--- src/sv/tcmb_pkg.sv ---
// Package for the terrain cell mesh builder: beat payload types, stage structs,
// fixed-point widths and the texture coordinate function.
// Depends on nothing; every other file imports it.
package tcmb_pkg;

  localparam int CoordW    = 24;
  localparam int ElevW     = 16;
  localparam int IdxW      = 7;
  localparam int AbsW      = 16;
  localparam int SqW       = 32;
  localparam int DenW      = 33;
  localparam int DivSteps  = 30;
  localparam int DivQuoW   = DivSteps + 1;
  localparam int SqrtSteps = 16;
  localparam int RootW     = 16;
  localparam int RemW      = 18;
  localparam int TexW      = 15;
  localparam int NormW     = 16;
  localparam int Lanes     = 3;
  localparam int LaneX     = 0;
  localparam int LaneY     = 1;
  localparam int LaneZ     = 2;

  // round(n * 16384 / 99) as floor((n * 16384 + 49) * ceil(2^28 / 99) / 2^28).
  localparam logic [21:0] TexRecip = 22'd2711470;
  localparam logic [21:0] TexHalf  = 22'd49;
  localparam int          TexShift = 28;

  localparam logic [2:0] AddrNorth = 3'd0;
  localparam logic [2:0] AddrEast  = 3'd4;

  typedef struct packed {
    logic [IdxW-1:0]         cell_row;
    logic [IdxW-1:0]         cell_col;
    logic signed [ElevW-1:0] elev_a;
    logic signed [ElevW-1:0] elev_b;
    logic signed [ElevW-1:0] elev_c;
    logic signed [ElevW-1:0] elev_d;
  } in_t;

  typedef struct packed {
    logic signed [CoordW-1:0] corner_east;
    logic signed [CoordW-1:0] corner_north;
    logic signed [NormW-1:0]  normal_x;
    logic signed [NormW-1:0]  normal_y;
    logic signed [NormW-1:0]  normal_z;
    logic [TexW-1:0]          tex_u_near;
    logic [TexW-1:0]          tex_v_near;
    logic [TexW-1:0]          tex_u_far;
    logic [TexW-1:0]          tex_v_far;
    logic signed [ElevW-1:0]  far_elevation;
  } out_t;

  // Fields that ride alongside the normal datapath.
  typedef struct packed {
    logic [CoordW-1:0] corner_east;
    logic [CoordW-1:0] corner_north;
    logic [TexW-1:0]   tex_u_near;
    logic [TexW-1:0]   tex_v_near;
    logic [TexW-1:0]   tex_u_far;
    logic [TexW-1:0]   tex_v_far;
    logic [ElevW-1:0]  far_elevation;
    logic              neg_x;
    logic              neg_z;
  } side_t;

  // Divider lane start: integer quotient bit, remainder and divisor.
  typedef struct packed {
    logic            qi;
    logic [DenW-1:0] rem;
    logic [DenW-1:0] den;
  } lane_t;

  typedef struct packed {
    logic [CoordW-1:0] origin_north;
    logic [CoordW-1:0] origin_east;
  } origin_t;

  function automatic logic [TexW-1:0] tex_q14(input logic [7:0] n);
    logic [21:0] x;
    logic [43:0] p;
    x = {n, 14'b0} + TexHalf;
    p = 44'(x) * 44'(TexRecip);
    return p[TexShift +: TexW];
  endfunction

endpackage

--- src/sv/tcmb_front.sv ---
// Front end: elevation differences, squares, squared length and the first
// quotient bit of each normal lane; also builds the side fields. Four stages.
// Depends on tcmb_pkg.
module tcmb_front (
  input  logic              clk,
  input  logic              en,
  input  tcmb_pkg::in_t     in_data,
  input  tcmb_pkg::origin_t origin,
  output tcmb_pkg::side_t   side,
  output tcmb_pkg::lane_t   lane [tcmb_pkg::Lanes]
);
  import tcmb_pkg::*;

  logic [AbsW-1:0] adx_r, adz_r;
  side_t           side_r, side_nxt;
  logic [SqW-1:0]  sqx_r, sqz_r, sqx2_r, sqz2_r;
  logic [DenW-1:0] den_r;
  lane_t           lane_r [Lanes];
  logic signed [ElevW:0] dx, dz;
  logic [DenW-1:0] a2 [Lanes];

  always_comb begin
    dx = 17'(in_data.elev_b) - 17'(in_data.elev_a);
    dz = 17'(in_data.elev_c) - 17'(in_data.elev_a);
    side_nxt.corner_east  = origin.origin_east  + {{(CoordW-IdxW){1'b0}}, in_data.cell_col};
    side_nxt.corner_north = origin.origin_north + {{(CoordW-IdxW){1'b0}}, in_data.cell_row};
    side_nxt.tex_u_near   = tex_q14({1'b0, in_data.cell_row});
    side_nxt.tex_v_near   = tex_q14({1'b0, in_data.cell_col});
    side_nxt.tex_u_far    = tex_q14({1'b0, in_data.cell_row} + 8'd1);
    side_nxt.tex_v_far    = tex_q14({1'b0, in_data.cell_col} + 8'd1);
    side_nxt.far_elevation = in_data.elev_d;
    side_nxt.neg_x        = dx[ElevW];
    side_nxt.neg_z        = dz[ElevW];
  end

  always_ff @(posedge clk) begin
    if (en) begin
      adx_r  <= dx[ElevW] ? AbsW'(-dx) : AbsW'(dx);
      adz_r  <= dz[ElevW] ? AbsW'(-dz) : AbsW'(dz);
      side_r <= side_nxt;
      sqx_r  <= adx_r * adx_r;
      sqz_r  <= adz_r * adz_r;
      den_r  <= DenW'(sqx_r) + DenW'(sqz_r) + DenW'(1);
      sqx2_r <= sqx_r;
      sqz2_r <= sqz_r;
    end
  end

  assign a2[LaneX] = DenW'(sqx2_r);
  assign a2[LaneY] = DenW'(1);
  assign a2[LaneZ] = DenW'(sqz2_r);

  for (genvar l = 0; l < Lanes; l++) begin : g_lane
    logic hit;
    assign hit = a2[l] >= den_r;
    always_ff @(posedge clk) begin
      if (en) begin
        lane_r[l].qi  <= hit;
        lane_r[l].rem <= hit ? a2[l] - den_r : a2[l];
        lane_r[l].den <= den_r;
      end
    end
    assign lane[l] = lane_r[l];
  end

  assign side = side_r;

endmodule

--- config.mk ---
export PLATFORM = sky130hd
export DESIGN_NAME = tcmb_front
export DESIGN_NICKNAME = d
export VERILOG_FILES = /design/src/sv/tcmb_pkg.sv /design/src/sv/tcmb_front.sv
export SDC_FILE = /design/constraint.sdc
export NUM_CORES = 2
export LEC_CHECK = 0
export ABC_AREA = 1
export BUFFER_PORTS_ARGS = -buffer_cell sky130_fd_sc_hd__buf_2
export CAP_MARGIN = 25
export CORE_UTILIZATION = 60
export CTS_BUF_LIST = sky130_fd_sc_hd__clkbuf_16
export DETAILED_ROUTE_END_ITERATION = 8
export PLACE_DENSITY_LB_ADDON = 0.1
export SYNTH_ARGS = -nofsm -noshare
export SYNTH_HDL_FRONTEND = slang
export SYNTH_SLANG_ARGS = --single-unit
--- constraint.sdc ---
create_clock -name clk -period 9 [get_ports clk]
set_clock_uncertainty 0.05 [all_clocks]
set_input_delay 1.35 -clock clk [delete_from_list [all_inputs] [get_ports clk]]
set_output_delay 1.35 -clock clk [all_outputs]
set_load 0.01 [all_outputs]
==> impl_metrics.yaml <==
status:
  outcome: "complete, no violations"
clock_tree:
  cts_setup_buffers: 0
  ctsHoldBuffers: 0
  clk_pin_slew_ps: 70
  cts.sinks: 450
  cts_root_buf: "clkbuf_16"
  cts.repair.resized: 0
  cts_made_buffers: 51
  clk_path_buf_depth: 3
  clk_latency_ps: 640
  cts_htree_levels: 2
  cts_tree: "done"
logic_synthesis:
  synth_common_cells: "1256 x inv_1, 1082 x nand2_1, 891 x ha_1"
  yosysTopAreaCellShare: 0.248
  synth-simple-area-share: 0.134
  ys_seq_area_frac: 0.248
  synth_seq_cells: 450
  async_flop_share: 0
  avgSynthCellArea_um2: 8.97
  synth-xor-area-share: 0.0525
  synth_compound_area_frac: 0.0742
  synth_most_common_cell: "inv_1"
  ys_types: 49
  yosysTopAreaCell: "edfxtp_1"
  yosys-mux-area-fraction: 0.000206
  yosys_warnings: 0
  synth_top_family_by_area: "adder cells"
  synth_top_flop_cell: "edfxtp_1"
  synthTopCellsByArea: "edfxtp_1 25%, ha_1 20%, fa_1 18%"
  synth_edf_count: 450
  synth_fa_ha_area_frac: 0.389
  syn_area_um2: 54500
  synthCells: 6084
timing:
  tns_ps: 0
  maxSlewViolCount: 0
  tightest_slew_ps: 1020
  fin_crit_sh: 0.795
  grt_setup_unrepaired: "no"
  max_freq_mhz: 140
  hold_violations: 0
  slew_headroom: 0.321
  setup_viol: 0
  fin_crit_ps: 7160
floorplanning:
  core_area_um2: 90000
  die_w_um: 304
  num_rows: 110
  die_y_um: 304
  die_area_um2: 92100
  io_pins: 455
  initial_core_util: 0.606
grt:
  grt-ovfl-total: 0
  grt_pass1_wl_um: 216000
  grt_max_degree: 157
  grtUsageTotal: 0.299
  grt_pass1_vias: 41411
  antenna_found_initial: 1
min_path:
  min-delay-path-class: "flip-flop to flip-flop"
  worstHoldPathCells: 0
worst_setup_path:
  critPathTopFamily: "adder cells"
  critical_path_cell_count: 22
  worstPathRequired_ps: 9330
  worst_setup_path_start_kind: "input port"
  arrival_ps: 7490
  rr_worst_depth: 18
  path_class: "input port to flip-flop"
  crit_buf_inv: 5
  slowest_delay_ps: 640
  critPathCaptureType: "flip-flop"
  slowest_stage: "ha_1"
  cp_max_fo: 16
  crit_chain: "buf_2, inv_1, ha_1, xor2_1, xor2_1, inv_1, fa_1, ha_1, inv_1, fa_1, inv_1, fa_1, fa_1, ha_1, ha_1, a21oi_1, o21ai_0, a21oi_1, nor3_1, nor3_1, nand2_1, xor2_1"
route:
  num_vias: 41396
  drtAntennaViolNets: 0
  drtIter0Drc: 2324
  drt_pass1_iterations: 7
  wl_per_cell_um: 17.7
  post-route-drc-count: 0
  viasPerCell: 5.39
  wl_um: 136000
placement:
  dp.final_hpwl_um: 116000
  io_buffers: 454
  gp_congestion: 0.954
finish:
  ff_latch_area_um2: 13500
  multi_input_area_um2: 35500
  drive_gt1_frac: 0.0907
  area_growth_pct: 8.61
  n_fill_cell: 7659
  final_nets: 7987
flow_run:
  maxCapViolCount: 0
sequential cells by signal, summed over array words and instances (netlist names):
register / count
sqz_r: 31
lane_r: 135
sqx_r: 31
side: 126
sqz2_r: 31
den_r: 33
adx_r: 16
sqx2_r: 31
adz_r: 16
cell usage in the layout (no fill, tap or decap), types with 46 or more instances in the layout:
cell          n
inv_1      1265
nand2_1    1082
ha_1        891
fa_1        502
buf_2       453
edfxtp_1    450
nor2_1      364
a21oi_1     326
o21ai_0     198
xor2_1      193
nand3_1     167
xnor2_1     134
nor3_1       61
clkbuf_16    53
nand4_1      46
layer usage:
metal  vias to the layer above  routed length [um]  part of all wire  track usage
met5                         -                   0                 0            0
met4                         0                4880             0.036        0.104
met3                       234                7150             0.052       0.0392
met2                      1111               66400              0.49        0.518
met1                     19777               57900              0.42        0.384
li1                      20274                   -                 -            -
cell type report:
| class | count | area share |
|---|---|---|
| diodes | 1 | 0.0000422 |
| clock buffers | 53 | 0.0224 |
| clock inverters | 41 | 0.00566 |
| inverters | 1259 | 0.0798 |
| multi-input cells | 4241 | 0.599 |
| flip-flops and latches | 450 | 0.228 |
| well taps | 1176 | 0.0248 |
| repair buffers | 463 | 0.0401 |
cells by family (layout without fill, tap and decap cells):
family	Yosys count	after routing
AND/OR/NAND/NOR	1787	1787
buffers and inverters	1407	1816
adder cells (fa/ha/maj)	1393	1393
AO/OA/AOI/OAI	718	718
flip-flops	450	450
XOR/XNOR	327	327
other	1	16
multiplexers	1	1
final timing paths:
check	to	slack, ps	from
worst max-delay path	side[47]	1840	in_data[71]
worst max register to register	sqz_r[25]	2500	adz_r[15]
worst min-delay path	sqz2_r[24]	410	sqz_r[24]
worst min register to register	sqz2_r[24]	410	sqz_r[24]
metrics by stage:
step | std cells | utilization | worst slack, ps | hold WS [ps] | cell area (um2)
after floorplan | 6098 | - | 2320 | 374 | 54600
after global placement | 7589 | 0.640 | 1300 | 393 | 57600
after detailed placement | 7589 | 0.640 | 1170 | 392 | 57600
after CTS | 7683 | 0.658 | 1850 | 405 | 59200
after global routing | 7684 | 0.658 | 1460 | 412 | 59200
final | 7684 | 0.658 | 1840 | 410 | 59200
Power is left out: the tool's default activity adds up to more than one toggle a clock period on the data nets, which glitch-free logic cannot reach.
