**config.mk**
```make
export PLATFORM = sky130hd
export DESIGN_NAME = tcmb_div_lane
export DESIGN_NICKNAME = d
export VERILOG_FILES = /design/src/sv/tcmb_pkg.sv /design/src/sv/tcmb_div_lane.sv
export SDC_FILE = /design/constraint.sdc
export NUM_CORES = 2
export LEC_CHECK = 0
export BUFFER_PORTS_ARGS = -buffer_cell sky130_fd_sc_hd__buf_2
export CAP_MARGIN = 20
export CORE_ASPECT_RATIO = 2
export CORE_MARGIN = 3
export CORE_UTILIZATION = 42
export DETAILED_ROUTE_END_ITERATION = 12
export SLEW_MARGIN = 20
export SYNTH_ARGS = -nofsm -noshare
export SYNTH_HDL_FRONTEND = slang
export SYNTH_SLANG_ARGS = --single-unit
```
**constraint.sdc**
```tcl
create_clock -name clk -period 11.7 [get_ports clk]
set_clock_uncertainty 0.2 [all_clocks]
set_input_delay 1.17 -clock clk [delete_from_list [all_inputs] [get_ports clk]]
set_output_delay 1.17 -clock clk [all_outputs]
set_load 0.02 [all_outputs]
```
**src/sv/tcmb_pkg.sv**
```systemverilog
// Package for the terrain cell mesh builder: beat payload types, stage structs,
// fixed-point widths and the texture coordinate function.
// Depends on nothing; every other file imports it.
package tcmb_pkg;

  localparam int CoordW    = 24;
  localparam int ElevW     = 16;
  localparam int IdxW      = 7;
  localparam int AbsW      = 16;
  localparam int SqW       = 32;
  localparam int DenW      = 33;
  localparam int DivSteps  = 30;
  localparam int DivQuoW   = DivSteps + 1;
  localparam int SqrtSteps = 16;
  localparam int RootW     = 16;
  localparam int RemW      = 18;
  localparam int TexW      = 15;
  localparam int NormW     = 16;
  localparam int Lanes     = 3;
  localparam int LaneX     = 0;
  localparam int LaneY     = 1;
  localparam int LaneZ     = 2;

  // round(n * 16384 / 99) as floor((n * 16384 + 49) * ceil(2^28 / 99) / 2^28).
  localparam logic [21:0] TexRecip = 22'd2711470;
  localparam logic [21:0] TexHalf  = 22'd49;
  localparam int          TexShift = 28;

  localparam logic [2:0] AddrNorth = 3'd0;
  localparam logic [2:0] AddrEast  = 3'd4;

  typedef struct packed {
    logic [IdxW-1:0]         cell_row;
    logic [IdxW-1:0]         cell_col;
    logic signed [ElevW-1:0] elev_a;
    logic signed [ElevW-1:0] elev_b;
    logic signed [ElevW-1:0] elev_c;
    logic signed [ElevW-1:0] elev_d;
  } in_t;

  typedef struct packed {
    logic signed [CoordW-1:0] corner_east;
    logic signed [CoordW-1:0] corner_north;
    logic signed [NormW-1:0]  normal_x;
    logic signed [NormW-1:0]  normal_y;
    logic signed [NormW-1:0]  normal_z;
    logic [TexW-1:0]          tex_u_near;
    logic [TexW-1:0]          tex_v_near;
    logic [TexW-1:0]          tex_u_far;
    logic [TexW-1:0]          tex_v_far;
    logic signed [ElevW-1:0]  far_elevation;
  } out_t;

  // Fields that ride alongside the normal datapath.
  typedef struct packed {
    logic [CoordW-1:0] corner_east;
    logic [CoordW-1:0] corner_north;
    logic [TexW-1:0]   tex_u_near;
    logic [TexW-1:0]   tex_v_near;
    logic [TexW-1:0]   tex_u_far;
    logic [TexW-1:0]   tex_v_far;
    logic [ElevW-1:0]  far_elevation;
    logic              neg_x;
    logic              neg_z;
  } side_t;

  // Divider lane start: integer quotient bit, remainder and divisor.
  typedef struct packed {
    logic            qi;
    logic [DenW-1:0] rem;
    logic [DenW-1:0] den;
  } lane_t;

  typedef struct packed {
    logic [CoordW-1:0] origin_north;
    logic [CoordW-1:0] origin_east;
  } origin_t;

  function automatic logic [TexW-1:0] tex_q14(input logic [7:0] n);
    logic [21:0] x;
    logic [43:0] p;
    x = {n, 14'b0} + TexHalf;
    p = 44'(x) * 44'(TexRecip);
    return p[TexShift +: TexW];
  endfunction

endpackage

```
**src/sv/tcmb_div_lane.sv**
```systemverilog
// Pipelined restoring divider: fraction bits of a^2 * 2^30 / S, one bit per stage.
// Depends on tcmb_pkg.
module tcmb_div_lane (
  input  logic                           clk,
  input  logic                           en,
  input  tcmb_pkg::lane_t                lane_in,
  output logic [tcmb_pkg::DivQuoW-1:0]   quo
);
  import tcmb_pkg::*;

  logic [DenW-1:0]    rem_r [DivSteps];
  logic [DenW-1:0]    den_r [DivSteps];
  logic [DivQuoW-1:0] quo_r [DivSteps];

  for (genvar k = 0; k < DivSteps; k++) begin : g_stage
    logic [DenW-1:0]    rem_prev, den_prev;
    logic [DivQuoW-1:0] quo_prev;
    logic [DenW:0]      dbl, diff;
    logic               hit;
    logic [DenW-1:0]    rem_nxt;

    if (k == 0) begin : g_first
      assign rem_prev = lane_in.rem;
      assign den_prev = lane_in.den;
      assign quo_prev = {{(DivQuoW-1){1'b0}}, lane_in.qi};
    end else begin : g_next
      assign rem_prev = rem_r[k-1];
      assign den_prev = den_r[k-1];
      assign quo_prev = quo_r[k-1];
    end

    always_comb begin
      dbl     = {rem_prev, 1'b0};
      diff    = dbl - {1'b0, den_prev};
      hit     = dbl >= {1'b0, den_prev};
      rem_nxt = hit ? diff[DenW-1:0] : dbl[DenW-1:0];
    end

    always_ff @(posedge clk) begin
      if (en) begin
        rem_r[k] <= rem_nxt;
        den_r[k] <= den_prev;
        quo_r[k] <= {quo_prev[DivQuoW-2:0], hit};
      end
    end
  end

  assign quo = quo_r[DivSteps-1];

endmodule

```
==> impl_metrics.ini <==
[floorplanning]
ioPinCount = 100
die-area_sq_um = 331200
die_w_um = 408.4
num_rows = 295
core_sq_um = 322600
die_h_um = 810.9
start_util = 0.4217

[worst_setup_path]
ff2ff_setup_slack_ns = 6.15
r2r_start = rem_r[13][1]$_DFFE_PP_
crit_arrival_ns = 5.95
path_class = register to register
path_max_fanout = 48
worstPathRequired_ns = 12.11
end_kind = register
crit_path_start_kind = register
rr_worst_depth = 11
r2r-end = rem_r[14][6]$_DFFE_PP_

[status]
status = finished, final reports clean

[clock_network]
postCtsSetupRepairBufs = 0
cts_buffers = 233
htree_levels = 4
cts_tree = yes
clock_latency_ns = 0.93
cts-root-buf = clkbuf_16
cts.sinks = 2409
clock_path_buffers = 4
cts.hold.buffers_added = 0
cts-resized-gates = 0
clk_pin_slew_worst_paths_ns = 0.07

[power_and_ir_drop]
worst_ir_drop_vdd_uv = 201.2
p_per_area_nw_per_um2 = 299.9
power_leakage_nw = 60.65
finalPower_mw = 44.85

[global_routing]
grt_start_max_net_pins = 177
grt_usage = 0.2452
antenna_found_initial = 19
grt_pass1_wl_mm = 599.7
grt_pass1_vias = 101042
gr-total-overflow = 0

[sta]
period_minus_slack_ns = 5.549
fmax_mhz = 180.2
hold_viol_final = 0
fin_crit_sh = 0.4742
setup_viol = 0
final.setup.tns_ns = 0
rsz0062_at_grt = no
finalMaxSlewViolations = 0
whs_ns = 0.1508
relSlewSlack = 0.1163
worst_pin_slew_ns = 1.314
fin_ws_ns = 6.151

[route]
dr.pass1.iters = 8
drt_iter0_markers = 4524
post_drt_wl_per_cell_um = 25.26
routed_via_density = 5.654
route.vias.total = 93574
wl_mm = 418.1
ant_nets = 0
route.detailed.drc = 0

[worst_hold_path]
hold_path_class = register to register
hold_path_end = quo_r[29][30]$_DFFE_PP_
whs_path_depth = 0
min_from = quo_r[28][29]$_DFFE_PP_

[yosys]
syn_area_sq_um = 136000
synth_warnings = 0
synthArstFlopShare = 0
synth_top_cell_area_share = 0.5318
synth_area_leaders = edfxtp_1 (53%), ha_1 (9.1%), a21oi_1 (4.0%), inv_1 (3.4%), mux2_2 (3.4%)
synth.distinct_cells = 99
synth_nets = 12985
postSynthAreaPerCell_sq_um = 11.43
synth_edf_count = 2409
synth_ff_type = edfxtp_1
ys_seq_area_frac = 0.5318
ys_ff_latch = 2409
synth_top_area_cell = edfxtp_1
synthCells = 11898

[cells_and_area]
fillers = 29072
area_growth_pct = 9.929
nets = 13131
post-route-util = 0.4636
multiInputGateArea_sq_um = 58070
drive_above_1_share = 0.09357
regArea_sq_um = 72340

[placed_design]
buffer_ports.inserted = 99
pre_cts_ws_ns = 6.111
dp.final_hpwl_mm = 329.4
gp_congestion = 1.033

[job]
maxCapViolations = 0
[cell type report]
| type | count | area share |
|---|---|---|
| Tap cell | 4306 | 0.03603 |
| Timing Repair Buffer | 204 | 0.009546 |
| Inverter | 1246 | 0.03127 |
| Antenna cell | 19 | 0.0003179 |
| Clock inverter | 145 | 0.01043 |
| Sequential cell | 2409 | 0.4837 |
| Clock buffer | 272 | 0.04039 |
| Multi-Input combinational cell | 7950 | 0.3883 |
[how the worst max path moves through the flow]
stage	startpoint	to	slack [ns]	cells after the start
floorplan	lane_in[2]	rem_r[0][21]$_DFFE_PP_	7.49	14
global placement	lane_in[2]	rem_r[0][4]$_DFFE_PP_	6.08	13
detailed placement	lane_in[2]	rem_r[0][3]$_DFFE_PP_	6.11	13
CTS	rem_r[0][1]$_DFFE_PP_	rem_r[1][3]$_DFFE_PP_	6.32	11
global route	rem_r[13][1]$_DFFE_PP_	rem_r[14][3]$_DFFE_PP_	6.16	11
finish	rem_r[13][1]$_DFFE_PP_	rem_r[14][6]$_DFFE_PP_	6.15	11
[registers in the layout, summed over array words and instances (netlist names)]
| signal | flops |
|---|---|
| quo_r | 495 |
| rem_r | 957 |
| den_r | 957 |
[cell usage after synthesis (66+ instances only)]
library cell,instances
a31oi_1,101
xor2_1,332
o211ai_1,67
nor3_1,116
edfxtp_1,2409
mux2_2,413
nand4_1,154
a21oi_1,1074
nor2_1,765
o21a_1,161
nor2b_1,146
nand2_1,634
o21ai_0,585
a211oi_1,66
inv_1,1245
xnor2_1,471
o21bai_1,147
nand2b_1,106
clkbuf_1,212
ha_1,989
nand3_1,187
a21o_1,508
and3_1,90
[cell families (layout without fill, tap and decap cells)]
family	after synthesis	in the layout	synth area share
flip-flops	2409	2409	0.5318
XOR/XNOR	803	803	0.05170
other	0	19	0
adder cells (fa/ha/maj)	1018	1018	0.09523
buffers and inverters	1539	1867	0.04370
AND/OR/NAND/NOR	2428	2428	0.08450
AO/OA/AOI/OAI	3164	3164	0.1475
multiplexers	537	537	0.04567
[critical path, stage by stage, from the launching register on]
cell and delay [ns]:
edfxtp_1 0.39, ha_1 0.38, nor2b_1 0.17, o31a_1 0.31
o221ai_1 0.61, a21oi_1 0.27, o21ai_0 0.75, o21ai_0 0.28
a211oi_1 0.91, o21ai_4 0.21, buf_4 0.34, mux2_2 0.38
[cells in the final DEF (no fill, tap or decap), types with 41 or more instances in the layout]
cell and n:
a21oi_1 1071, mux2_1 41, edfxtp_1 2409, a31oi_1 100, a21o_1 508, nand2b_1 106
inv_1 1245, and3_1 90, xnor2_1 471, nor2b_1 145, nor2_1 764, a211oi_1 64
o21ai_0 580, mux2_2 413, mux2_4 54, o31ai_1 56, nand4_1 154, clkinv_2 41
o21a_1 161, nor3_1 114, buf_2 98, clkbuf_16 236, buf_4 94, o211ai_1 67
nand2_1 633, o21bai_1 147, xor2_1 332, ha_1 989, nand3_1 187, and2_1 62
[metrics by stage]
stage / instance area (sq um) / cells
after detailed placement: 141900 / 16113
after CTS: 149500 / 16530
after global routing: 149500 / 16543
after global placement: 141800 / 16112
after floorplan: 136000 / 11898
final: 149500 / 16551
[layer usage]
metal	vias up	GRT usage	routed length (um)
met4	0	0.2861	57860
met2	2316	0.5384	255500
met1	45837	0.1372	94380
met5	-	0	0
li1	43893	-	-
met3	1528	0.02932	10370
[report_power, final]
part	leakage, nW	total (mW)	switching, mW	internal [mW]
logic	33.4	22.7	13.6	9.18
clock network	3.68	7.81	3.49	4.32
registers	23.5	14.3	1.40	12.9
(Power assumes the default switching activity.)
