==> src/sv/tcmb_pkg.sv <==
// Package for the terrain cell mesh builder: beat payload types, stage structs,
// fixed-point widths and the texture coordinate function.
// Depends on nothing; every other file imports it.
package tcmb_pkg;

  localparam int CoordW    = 24;
  localparam int ElevW     = 16;
  localparam int IdxW      = 7;
  localparam int AbsW      = 16;
  localparam int SqW       = 32;
  localparam int DenW      = 33;
  localparam int DivSteps  = 30;
  localparam int DivQuoW   = DivSteps + 1;
  localparam int SqrtSteps = 16;
  localparam int RootW     = 16;
  localparam int RemW      = 18;
  localparam int TexW      = 15;
  localparam int NormW     = 16;
  localparam int Lanes     = 3;
  localparam int LaneX     = 0;
  localparam int LaneY     = 1;
  localparam int LaneZ     = 2;

  // round(n * 16384 / 99) as floor((n * 16384 + 49) * ceil(2^28 / 99) / 2^28).
  localparam logic [21:0] TexRecip = 22'd2711470;
  localparam logic [21:0] TexHalf  = 22'd49;
  localparam int          TexShift = 28;

  localparam logic [2:0] AddrNorth = 3'd0;
  localparam logic [2:0] AddrEast  = 3'd4;

  typedef struct packed {
    logic [IdxW-1:0]         cell_row;
    logic [IdxW-1:0]         cell_col;
    logic signed [ElevW-1:0] elev_a;
    logic signed [ElevW-1:0] elev_b;
    logic signed [ElevW-1:0] elev_c;
    logic signed [ElevW-1:0] elev_d;
  } in_t;

  typedef struct packed {
    logic signed [CoordW-1:0] corner_east;
    logic signed [CoordW-1:0] corner_north;
    logic signed [NormW-1:0]  normal_x;
    logic signed [NormW-1:0]  normal_y;
    logic signed [NormW-1:0]  normal_z;
    logic [TexW-1:0]          tex_u_near;
    logic [TexW-1:0]          tex_v_near;
    logic [TexW-1:0]          tex_u_far;
    logic [TexW-1:0]          tex_v_far;
    logic signed [ElevW-1:0]  far_elevation;
  } out_t;

  // Fields that ride alongside the normal datapath.
  typedef struct packed {
    logic [CoordW-1:0] corner_east;
    logic [CoordW-1:0] corner_north;
    logic [TexW-1:0]   tex_u_near;
    logic [TexW-1:0]   tex_v_near;
    logic [TexW-1:0]   tex_u_far;
    logic [TexW-1:0]   tex_v_far;
    logic [ElevW-1:0]  far_elevation;
    logic              neg_x;
    logic              neg_z;
  } side_t;

  // Divider lane start: integer quotient bit, remainder and divisor.
  typedef struct packed {
    logic            qi;
    logic [DenW-1:0] rem;
    logic [DenW-1:0] den;
  } lane_t;

  typedef struct packed {
    logic [CoordW-1:0] origin_north;
    logic [CoordW-1:0] origin_east;
  } origin_t;

  function automatic logic [TexW-1:0] tex_q14(input logic [7:0] n);
    logic [21:0] x;
    logic [43:0] p;
    x = {n, 14'b0} + TexHalf;
    p = 44'(x) * 44'(TexRecip);
    return p[TexShift +: TexW];
  endfunction

endpackage

==> src/sv/tcmb_sqrt_lane.sv <==
// Pipelined digit-by-digit integer square root, two radicand bits per stage.
// Depends on tcmb_pkg.
module tcmb_sqrt_lane (
  input  logic                          clk,
  input  logic                          en,
  input  logic [tcmb_pkg::DivQuoW-1:0]  rad_in,
  output logic [tcmb_pkg::RootW-1:0]    root
);
  import tcmb_pkg::*;

  logic [2*SqrtSteps-1:0] rad_r  [SqrtSteps];
  logic [RemW-1:0]        rem_r  [SqrtSteps];
  logic [RootW-1:0]       root_r [SqrtSteps];

  for (genvar k = 0; k < SqrtSteps; k++) begin : g_stage
    localparam int Pos = 2 * (SqrtSteps - 1 - k);
    logic [2*SqrtSteps-1:0] rad_prev;
    logic [RemW-1:0]        rem_prev;
    logic [RootW-1:0]       root_prev;
    logic [RemW+1:0]        cur, trial, diff;
    logic                   hit;

    if (k == 0) begin : g_first
      assign rad_prev  = (2*SqrtSteps)'(rad_in);
      assign rem_prev  = '0;
      assign root_prev = '0;
    end else begin : g_next
      assign rad_prev  = rad_r[k-1];
      assign rem_prev  = rem_r[k-1];
      assign root_prev = root_r[k-1];
    end

    always_comb begin
      cur   = {rem_prev, rad_prev[Pos +: 2]};
      trial = {2'b00, root_prev, 2'b01};
      hit   = cur >= trial;
      diff  = cur - trial;
    end

    always_ff @(posedge clk) begin
      if (en) begin
        rad_r[k]  <= rad_prev;
        rem_r[k]  <= hit ? diff[RemW-1:0] : cur[RemW-1:0];
        root_r[k] <= {root_prev[RootW-2:0], hit};
      end
    end
  end

  assign root = root_r[SqrtSteps-1];

endmodule

==> config.mk <==
export PLATFORM = sky130hd
export DESIGN_NAME = tcmb_sqrt_lane
export DESIGN_NICKNAME = d
export VERILOG_FILES = /design/src/sv/tcmb_pkg.sv /design/src/sv/tcmb_sqrt_lane.sv
export SDC_FILE = /design/constraint.sdc
export NUM_CORES = 1
export LEC_CHECK = 0
export ABC_CLOCK_PERIOD_IN_PS = 3100
export BUFFER_PORTS_ARGS = -buffer_cell sky130_fd_sc_hd__buf_4
export CAP_MARGIN = 5
export CORE_UTILIZATION = 55
export DETAILED_ROUTE_END_ITERATION = 12
export PLACE_DENSITY = 0.74
export SLEW_MARGIN = 15
export SYNTH_ARGS = -nofsm -noshare
export SYNTH_HDL_FRONTEND = slang
export SYNTH_SLANG_ARGS = --single-unit
==> constraint.sdc <==
create_clock -name clk -period 3.1 [get_ports clk]
set_clock_uncertainty 0.2 [all_clocks]
set_input_delay 0.465 -clock clk [delete_from_list [all_inputs] [get_ports clk]]
set_output_delay 0.465 -clock clk [all_outputs]
set_load 0.02 [all_outputs]
==> results of run 1 <==
layout make-up:
type / instances / share of cell area
Sequential cell: 622 / 0.571
Multi-Input combinational cell: 1302 / 0.277
Clock buffer: 76 / 0.0517
Timing Repair Buffer: 136 / 0.0377
Tap cell: 680 / 0.0260
Inverter: 181 / 0.0209
Clock inverter: 44 / 0.0151
Antenna cell: 1 / 0.0000766
report_power, final:
part | internal (mW) | total (mW) | switching (mW) | leakage [nW]
clock | 4.64 | 7.89 | 3.25 | 1.06
combinational | 1.39 | 3.15 | 1.76 | 5.49
sequential | 10.4 | 10.9 | 0.527 | 5.95
what timing repair did:
| action | CTS | global route |
|---|---|---|
| resized for setup | 2 | 15 |
| buffers inserted | 0 | 3 |
| hold buffers | 31 | 0 |
| setup endpoints to repair | 2 | 31 |
| hold endpoints to repair | 31 | 0 |
cell families after synthesis:
kind of cell               after synthesis  share of synthesized area
xor gates and xnor gates               178                     0.0547
AOI/OAI and AO/OA                      402                     0.0883
DFF                                    622                      0.656
other                                    1                   0.000132
and+or+nand+nor                        542                     0.0953
adders and majority gates              152                     0.0668
buffers and inverters                  215                     0.0287
muxes                                   27                     0.0104
how the worst max path moves through the flow:
stage | cells after the start | slack [ns] | endpoint
finish | 10 | 0.14 | rem_r[1][86]
global route | 10 | -0.005 | rem_r[1][86]
CTS | 8 | 0.08 | rem_r[1][89]
detailed placement | 9 | 0.02 | rem_r[1][86]
global placement | 9 | 0.05 | rem_r[1][86]
floorplan | 9 | 0.07 | rem_r[0][130]
cell usage in the layout (no fill, tap or decap), types with 14 or more instances in the layout:
cell	count
a211oi_1	15
nor4_1	27
o21a_1	39
nand2b_1	31
a21oi_1	117
nor2_1	130
edfxtp_1	622
clkinv_1	14
xor2_1	81
buf_4	94
nand3_1	46
dlygate4sd3_1	31
o21ai_0	106
xnor2_1	97
inv_1	179
clkbuf_16	66
or3_1	27
nor3_1	45
ha_1	152
nand4_1	17
a21o_1	21
nor2b_1	24
nand2_1	128
mux2_2	20
layer usage:
layer  vias to the layer above  part of all wire  track usage
met5                         -                 0            0
met4                         0             0.019       0.0673
met3                        65             0.056       0.0393
met2                       399              0.45        0.302
met1                      8139              0.47        0.276
li1                       8285                 -            -
flip-flops by register name, indices dropped and copies added (netlist names):
| signal | count |
|---|---|
| rad_r | 248 |
| rem_r | 246 |
| root_r | 128 |
==> results.py, run 1 <==
metrics = {
    "global_route": {
        "grt_pass1_wl_um": 82600,
        "antenna_found_initial": 0,
        "overflow": 0,
        "grt_max_degree": 73,
        "track_usage": 0.195,
        "grt_pass1_vias": 16500,
    },
    "place": {
        "dpl.hpwl_um": 35100,
        "io_buffer_count": 48,
        "place.gp.congestion": 0.909,
        "dp_slack_ns": 0.0169,
        "dpl_cell_area_mm2": 0.0301,
        "dp.cells": 2887,
    },
    "layout": {
        "seq_area_mm2": 0.0187,
        "utilization": 0.638,
        "multi_input_area_mm2": 0.00906,
        "design_area_mm2": 0.0327,
        "drive_above_1_share": 0.107,
        "fillers": 3627,
        "nets": 2494,
        "syn_to_final_growth_pct": 14.8,
        "fin_cells": 3042,
    },
    "synthesis": {
        "yosysMostFrequentCell": "edfxtp_1",
        "postSynthAreaPerCell_um2": 13.3,
        "ys_ff_latch": 622,
        "syn_inst": 2139,
        "syn_area_mm2": 0.0285,
        "synth_edf_count": 622,
        "yosysTopAreaCellShare": 0.656,
        "synth-async-reset-ratio": 0,
        "synth_top_area_cell": "edfxtp_1",
        "ys_types": 68,
        "ys_warn_count": 0,
        "synth_seq_area_share": 0.656,
        "yosys-top-cells-area": "edfxtp_1 (66%), ha_1 (6.7%), xnor2_1 (3.0%), xor2_1 (2.5%), inv_1 (2.4%)",
        "ys.flop_type": "edfxtp_1",
        "synth_commonest_cells": "edfxtp_1 (622), inv_1 (180), ha_1 (152)",
        "synth_nets": 2324,
    },
    "die": {
        "start_util": 0.556,
        "fp-row-count": 83,
        "die_w_um": 230,
        "dieArea_mm2": 0.0527,
        "design.core.area_mm2": 0.0512,
        "die_y_um": 230,
        "ios": 49,
    },
    "timing": {
        "maxSlewViolCount": 0,
        "fin_crit_ns": 2.96,
        "worst_slack_ns": 0.139,
        "setup_viol": 0,
        "max_freq_ghz": 0.338,
        "tns_ns": 0,
        "holdWs_ns": 0.142,
        "tightest_slew_ns": 0.623,
        "hold_violations": 0,
        "finalCritPeriodShare": 0.955,
        "slew_headroom": 0.574,
    },
    "critical_path": {
        "path_common_cell": "buf_4",
        "cp_num_buf_inv": 3,
        "worst-path-max-fanout": 8,
        "critPathCaptureType": "register",
        "ff2ff_path_depth": 10,
        "cp_slowest_cell": "a2111oi_1",
        "path_delay_family": "simple AND/OR/NAND/NOR gates",
        "critical_path.startpoint": "rad_r[1][126]",
        "slowest_delay_ns": 0.47,
        "rr_endpoint": "rem_r[1][86]",
        "r2r-start": "rad_r[1][126]",
        "critPathArrivalTime_ns": 3.09,
        "critical_path_class": "reg2reg",
        "worstSetupStartpointType": "register",
        "path_cells": "inv_1, ha_1, nand4_1, buf_4, buf_4, nor3_1, o31ai_2, and4_1, a2111oi_1, xor2_1",
        "rrSetupSlack_ns": 0.14,
        "required_ns": 3.23,
    },
    "job": {
        "maxCapViolCount": 0,
    },
    "clocking": {
        "cts_htree_levels": 3,
        "cts_buffer_depth": 3,
        "cts_tree": "yes",
        "cts_buffers": 66,
        "cts-root-buf": "clkbuf_16",
        "cts_sinks": 622,
        "clk_latency_ns": 0.61,
        "clkTransAtPathRegs_ns": 0.06,
    },
    "route": {
        "drtIter0Drc": 1285,
        "vias": 16900,
        "wl_per_cell_um": 16.7,
        "ant_nets": 0,
        "drt_wl_total_um": 50700,
        "routed_via_density": 5.55,
        "dr.pass1.iters": 5,
        "drc_errors": 0,
    },
    "run_status": {
        "status": "finished clean",
    },
    "power_and_ir_drop": {
        "vdd_drop_max_v": 0.000615,
        "total_power_mw": 22.0,
        "p_leak_nw": 12.5,
        "p_per_area_mw_per_mm2": 672,
    },
    "hold_path": {
        "hold_path_depth": 1,
        "holdCritPathClass": "in2reg",
        "holdPathEnd": "rad_r[0][0]",
        "min_from": "en",
    },
}
(Power assumes the default switching activity.)
==> inputs of run 2 (changes only) <==
Settings changed: CORE_ASPECT_RATIO set to 1.25, MAX_ROUTING_LAYER set to met4.
==> results.py, run 2 (synthesis results as in run 1) <==
metrics = {
    "clocking": {
        "cts_sinks": 622,
        "cts_buffers": 58,
        "cts_htree_levels": 2,
        "clkTransAtPathRegs_ns": 0.06,
        "clk_latency_ns": 0.63,
        "cts_tree": "yes",
        "cts-root-buf": "clkbuf_16",
        "cts_buffer_depth": 3,
        "postCtsSetupRepairBufs": 0,
    },
    "critical_path": {
        "worst-path-max-fanout": 5,
        "critPathArrivalTime_ns": 3.18,
        "critical_path_class": "reg2reg",
        "cp_slowest_cell": "a2111oi_1",
        "rrSetupSlack_ns": 0.06,
        "slowest_delay_ns": 0.52,
        "path_cells": "ha_1, a21oi_1, a21oi_1, o41a_1, a2111oi_1, o21bai_1, nor3b_1, xor2_1",
        "critPathCaptureType": "register",
        "path_delay_family": "compound AO/OA/AOI/OAI gates",
        "ff2ff_path_depth": 8,
        "worstSetupStartpointType": "register",
        "rr_endpoint": "rem_r[1][89]",
        "path_common_cell": "a21oi_1",
        "cp_num_buf_inv": 0,
        "required_ns": 3.24,
        "r2r-start": "rem_r[1][55]",
    },
    "global_route": {
        "grt_pass1_vias": 17400,
        "antenna_found_initial": 0,
        "busiest_layer": "met2",
        "use_met3": 0.0322,
        "grt_pass1_wl_um": 83400,
        "gr-usage-met1": 0.191,
        "overflow": 0,
        "grt_max_degree": 85,
        "track_usage": 0.206,
        "grtUsageMet2": 0.390,
    },
    "route": {
        "ant_nets": 0,
        "vias": 16900,
        "drtIter0Drc": 974,
        "dr.pass1.iters": 6,
        "drt_wl_total_um": 52100,
        "drc_errors": 0,
        "wl_per_cell_um": 17.3,
        "routed_via_density": 5.61,
    },
    "hold_path": {
        "min_from": "en",
        "hold_path_depth": 1,
        "holdPathEnd": "rad_r[0][6]",
        "holdCritPathClass": "in2reg",
    },
    "layout": {
        "syn_to_final_growth_pct": 13.8,
        "seq_area_mm2": 0.0187,
        "n_antenna_cell": 0,
        "layout_common_cells": "edfxtp_1 (622), inv_1 (180), ha_1 (152)",
        "fillers": 3634,
        "design_area_mm2": 0.0324,
        "largest_reg_flops": 248,
        "multi_input_area_mm2": 0.00909,
        "drive_above_1_share": 0.106,
        "nets": 2497,
        "final_common_cell": "edfxtp_1",
        "top_register": "rad_r",
        "reg.largest.list": "rad_r: 248 flops, rem_r: 246 flops, root_r: 128 flops",
    },
    "timing": {
        "max_freq_ghz": 0.329,
        "tightest_slew_ns": 0.804,
        "fin_crit_ns": 3.04,
        "slew_headroom": 0.460,
        "maxSlewViolCount": 0,
        "hold_violations": 0,
        "setup_viol": 0,
        "finalCritPeriodShare": 0.981,
    },
    "power_and_ir_drop": {
        "total_power_mw": 21.0,
        "p_leak_nw": 12.4,
        "p_per_area_mw_per_mm2": 647,
        "vdd_drop_max_v": 0.000511,
    },
    "die": {
        "die_w_um": 206,
        "ios": 49,
        "design.core.area_mm2": 0.0508,
        "die_y_um": 256,
        "fp-row-count": 92,
        "start_util": 0.561,
        "dieArea_mm2": 0.0527,
    },
    "place": {
        "dpl.hpwl_um": 37700,
        "io_buffer_count": 48,
        "place.gp.congestion": 0.925,
        "dpl_cell_area_mm2": 0.0302,
    },
    "run_status": {
        "status": "finished clean",
    },
    "job": {
        "maxCapViolCount": 0,
    },
}
==> run 2: cell count changes in the layout (fill, tap and decap cells not counted), sizes merged <==
cell	previous run	this run
clkinvlp	4	3
clkbuf	76	66
buf	105	116
inv	183	181
bufinv	8	5
clkinv	30	31
diode	1	0
==> run 2: timing repair <==
action | CTS | global route
hold buffers | 31 | 0
endpoints found under the setup margin | 2 | 49
hold endpoints to repair | 31 | 0
resized for setup | 1 | 22
==> run 2: worst max path at each step <==
stage	end	cells after the start	slack, ns	from
6_report	rem_r[1][89]	8	0.06	rem_r[1][55]
3_5_place_dp	rem_r[1][89]	8	0.01	rem_r[1][55]
5_1_grt	rem_r[1][51]	8	-0.007	rem_r[1][19]
3_3_place_gp	rem_r[1][89]	8	-0.002	rem_r[1][55]
2_1_floorplan	rem_r[0][130]	9	0.07	rem_r[0][108]
4_1_cts	rem_r[1][10]	8	0.005	rem_r[0][126]
==> run 2: area by class of cell <==
class                   instances  share of cell area
multi-input cells            1302               0.280
well taps                     658              0.0254
flip-flops and latches        622               0.576
clock inverters                39              0.0108
clock buffers                  66              0.0457
inverters                     181              0.0210
repair buffers                147              0.0409
==> run 2: power by group <==
group	switching [mW]	internal [mW]	leakage [nW]
combinational	1.80	1.44	5.55
clock	3.01	3.84	0.888
sequential	0.520	10.4	5.95
==> run 2: per-layer routing <==
| metal | part of all wire | routed length, um |
|---|---|---|
| met5 | 0 | 0 |
| met4 | 0.056 | 2890 |
| met3 | 0.031 | 1610 |
| met2 | 0.57 | 29600 |
| met1 | 0.35 | 18000 |
==> run 2: per-stage QoR <==
step | utilization | setup TNS, ns | hold slack (ns) | setup slack [ns] | std cells
finish | 0.639 | 0 | 0.102 | 0.0590 | 3015
global route | 0.639 | -0.00715 | 0.0882 | -0.00715 | 3015
CTS | 0.637 | 0 | 0.0768 | 0.00494 | 3015
detailed placement | 0.595 | 0 | 0.205 | 0.00957 | 2879
global placement | 0.595 | -0.00237 | 0.200 | -0.00237 | 2879
floorplan | - | 0 | 0.200 | 0.0723 | 2139
==> inputs of run 3 (changes only) <==
Settings changed: ABC_CLOCK_PERIOD_IN_PS 3100 to 3800, PLACE_DENSITY 0.74 to 0.71.
Clock period 3.1 ns to 3.8 ns, I/O delays scaled along.
==> results.py, run 3 (synthesis results as in run 1) <==
metrics = {
    "run_status": {
        "status": "finished clean",
    },
    "critical_path": {
        "critPathArrivalTime_ns": 3.48,
        "worstSetupStartpointType": "register",
        "critPathCaptureType": "register",
        "slowest_delay_ns": 0.59,
        "required_ns": 3.96,
        "worst-path-max-fanout": 11,
        "critical_path_class": "reg2reg",
        "cp_slowest_cell": "or4_1",
        "ff2ff_path_depth": 7,
        "path_cells": "or4_1, or3_1, nand2b_1, a2111o_1, nand3_1, nor4b_1, xor2_1",
    },
    "timing": {
        "fin_crit_ns": 3.31,
        "tns_ns": 0,
        "holdWs_ns": 0.210,
        "finalCritPeriodShare": 0.872,
        "worst_slack_ns": 0.488,
        "hold_violations": 0,
        "slew_headroom": 0.416,
        "setup_viol": 0,
        "tightest_slew_ns": 0.876,
        "maxSlewViolCount": 0,
        "rsz0062_at_grt": "no",
        "max_freq_ghz": 0.302,
    },
    "global_route": {
        "antenna_found_initial": 0,
        "grt_pass1_vias": 16700,
        "grt_max_degree": 110,
        "grt_pass1_wl_um": 82300,
        "overflow": 0,
        "track_usage": 0.204,
    },
    "die": {
        "ios": 49,
        "die_y_um": 256,
        "fp-row-count": 92,
        "start_util": 0.561,
        "design.core.area_mm2": 0.0508,
        "dieArea_mm2": 0.0527,
        "die_w_um": 206,
    },
    "clocking": {
        "clk_latency_ns": 0.64,
        "cts_buffer_depth": 3,
        "cts_tree": "yes",
        "cts_sinks": 622,
        "cts-root-buf": "clkbuf_16",
        "cts_htree_levels": 2,
        "clkTransAtPathRegs_ns": 0.06,
        "cts_buffers": 57,
    },
    "route": {
        "wl_per_cell_um": 17.2,
        "ant_nets": 0,
        "drt_wl_total_um": 51100,
        "drtIter0Drc": 979,
        "drc_errors": 0,
        "vias": 16600,
        "dr.pass1.iters": 5,
        "routed_via_density": 5.57,
    },
    "power_and_ir_drop": {
        "total_power_mw": 17.0,
        "p_per_area_mw_per_mm2": 533,
        "vdd_drop_max_v": 0.000478,
        "p_leak_nw": 12.2,
    },
    "layout": {
        "fin_cells": 2975,
        "n_antenna_cell": 0,
        "largest_reg_flops": 248,
        "drive_above_1_share": 0.0842,
        "final_common_cell": "edfxtp_1",
        "layout_common_cells": "edfxtp_1 (622), inv_1 (180), ha_1 (152)",
        "syn_to_final_growth_pct": 12.3,
        "reg.largest.list": "rad_r: 248 flops, rem_r: 246 flops, root_r: 128 flops",
        "top_register": "rad_r",
        "nets": 2454,
        "fillers": 3707,
    },
    "place": {
        "dp.cells": 2837,
        "dp_slack_ns": 0.481,
        "place.gp.congestion": 0.915,
        "dpl.hpwl_um": 37000,
        "io_buffer_count": 48,
    },
    "job": {
        "maxCapViolCount": 0,
    },
    "hold_path": {
        "hold_path_depth": 0,
        "holdCritPathClass": "reg2reg",
    },
}
[run 3: cell count changes in the layout (fill, tap and decap cells not counted), moves of 2 or more]
| cell | previous run | this run |
|---|---|---|
| buf_12 | 11 | 6 |
| clkinv_2 | 10 | 14 |
| a31oi_2 | 3 | 0 |
| a2111oi_0 | 2 | 6 |
| clkbuf_1 | 8 | 10 |
| o21ai_1 | 4 | 2 |
| o21ai_0 | 105 | 107 |
| nor4_2 | 3 | 1 |
| a2111oi_2 | 3 | 0 |
| nor4_1 | 26 | 28 |
| buf_4 | 104 | 67 |
| clkinvlp_4 | 3 | 1 |
| a31oi_1 | 10 | 13 |
[run 3: critical path: cells and delay by family, from the launching register on]
| family | cells | cell delay, ns |
|---|---|---|
| AND/OR/NAND/NOR | 5 | 1.68 |
| flip-flops | 1 | 0.45 |
| XOR/XNOR | 1 | 0.15 |
| AO/OA/AOI/OAI | 1 | 0.57 |
[run 3: cell type report]
class | instances | area (um^2) | area share
clock buffers | 67 | 1460 | 0.0458
well taps | 658 | 823 | 0.0257
multi-input cells | 1302 | 9000 | 0.281
clock inverters | 40 | 398 | 0.0124
inverters | 181 | 679 | 0.0212
flip-flops and latches | 622 | 18700 | 0.584
repair buffers | 105 | 948 | 0.0296
[run 3: path summary, 6_finish.rpt]
check | end | start | slack, ns
setup reg to reg | rem_r[0][69] | rem_r[0][40] | 0.49
hold / removal | rad_r[1][4] | rad_r[0][228] | 0.21
hold reg to reg | rad_r[1][4] | rad_r[0][228] | 0.21
setup / recovery | rem_r[0][69] | rem_r[0][40] | 0.49
[run 3: layer usage]
metal / wire [um] / vias to the layer above / global-route usage
met4: 1740 / 0 / 0.0765
met3: 1860 / 114 / 0.0285
met5: 0 / - / -
met1: 19900 / 7924 / 0.222
li1: - / 8192 / -
met2: 27600 / 355 / 0.371
[run 3: stage by stage]
stage                util  cell area [um^2]
floorplan               -             28500
global placement    0.587             29800
detailed placement  0.587             29800
CTS                 0.630             32000
global route        0.630             32000
finish              0.630             32000
[run 3: timing repair]
item | in CTS | in global routing
hold endpoints to repair | 31 | 0
hold buffers | 31 | 0
gates resized for setup | 0 | 0
setup buffers | 0 | 0
[run 3: where the power goes]
group	internal, mW	switching [mW]
clock network	3.18	2.46
registers	8.47	0.442
logic	1.09	1.39
total	12.7	4.30
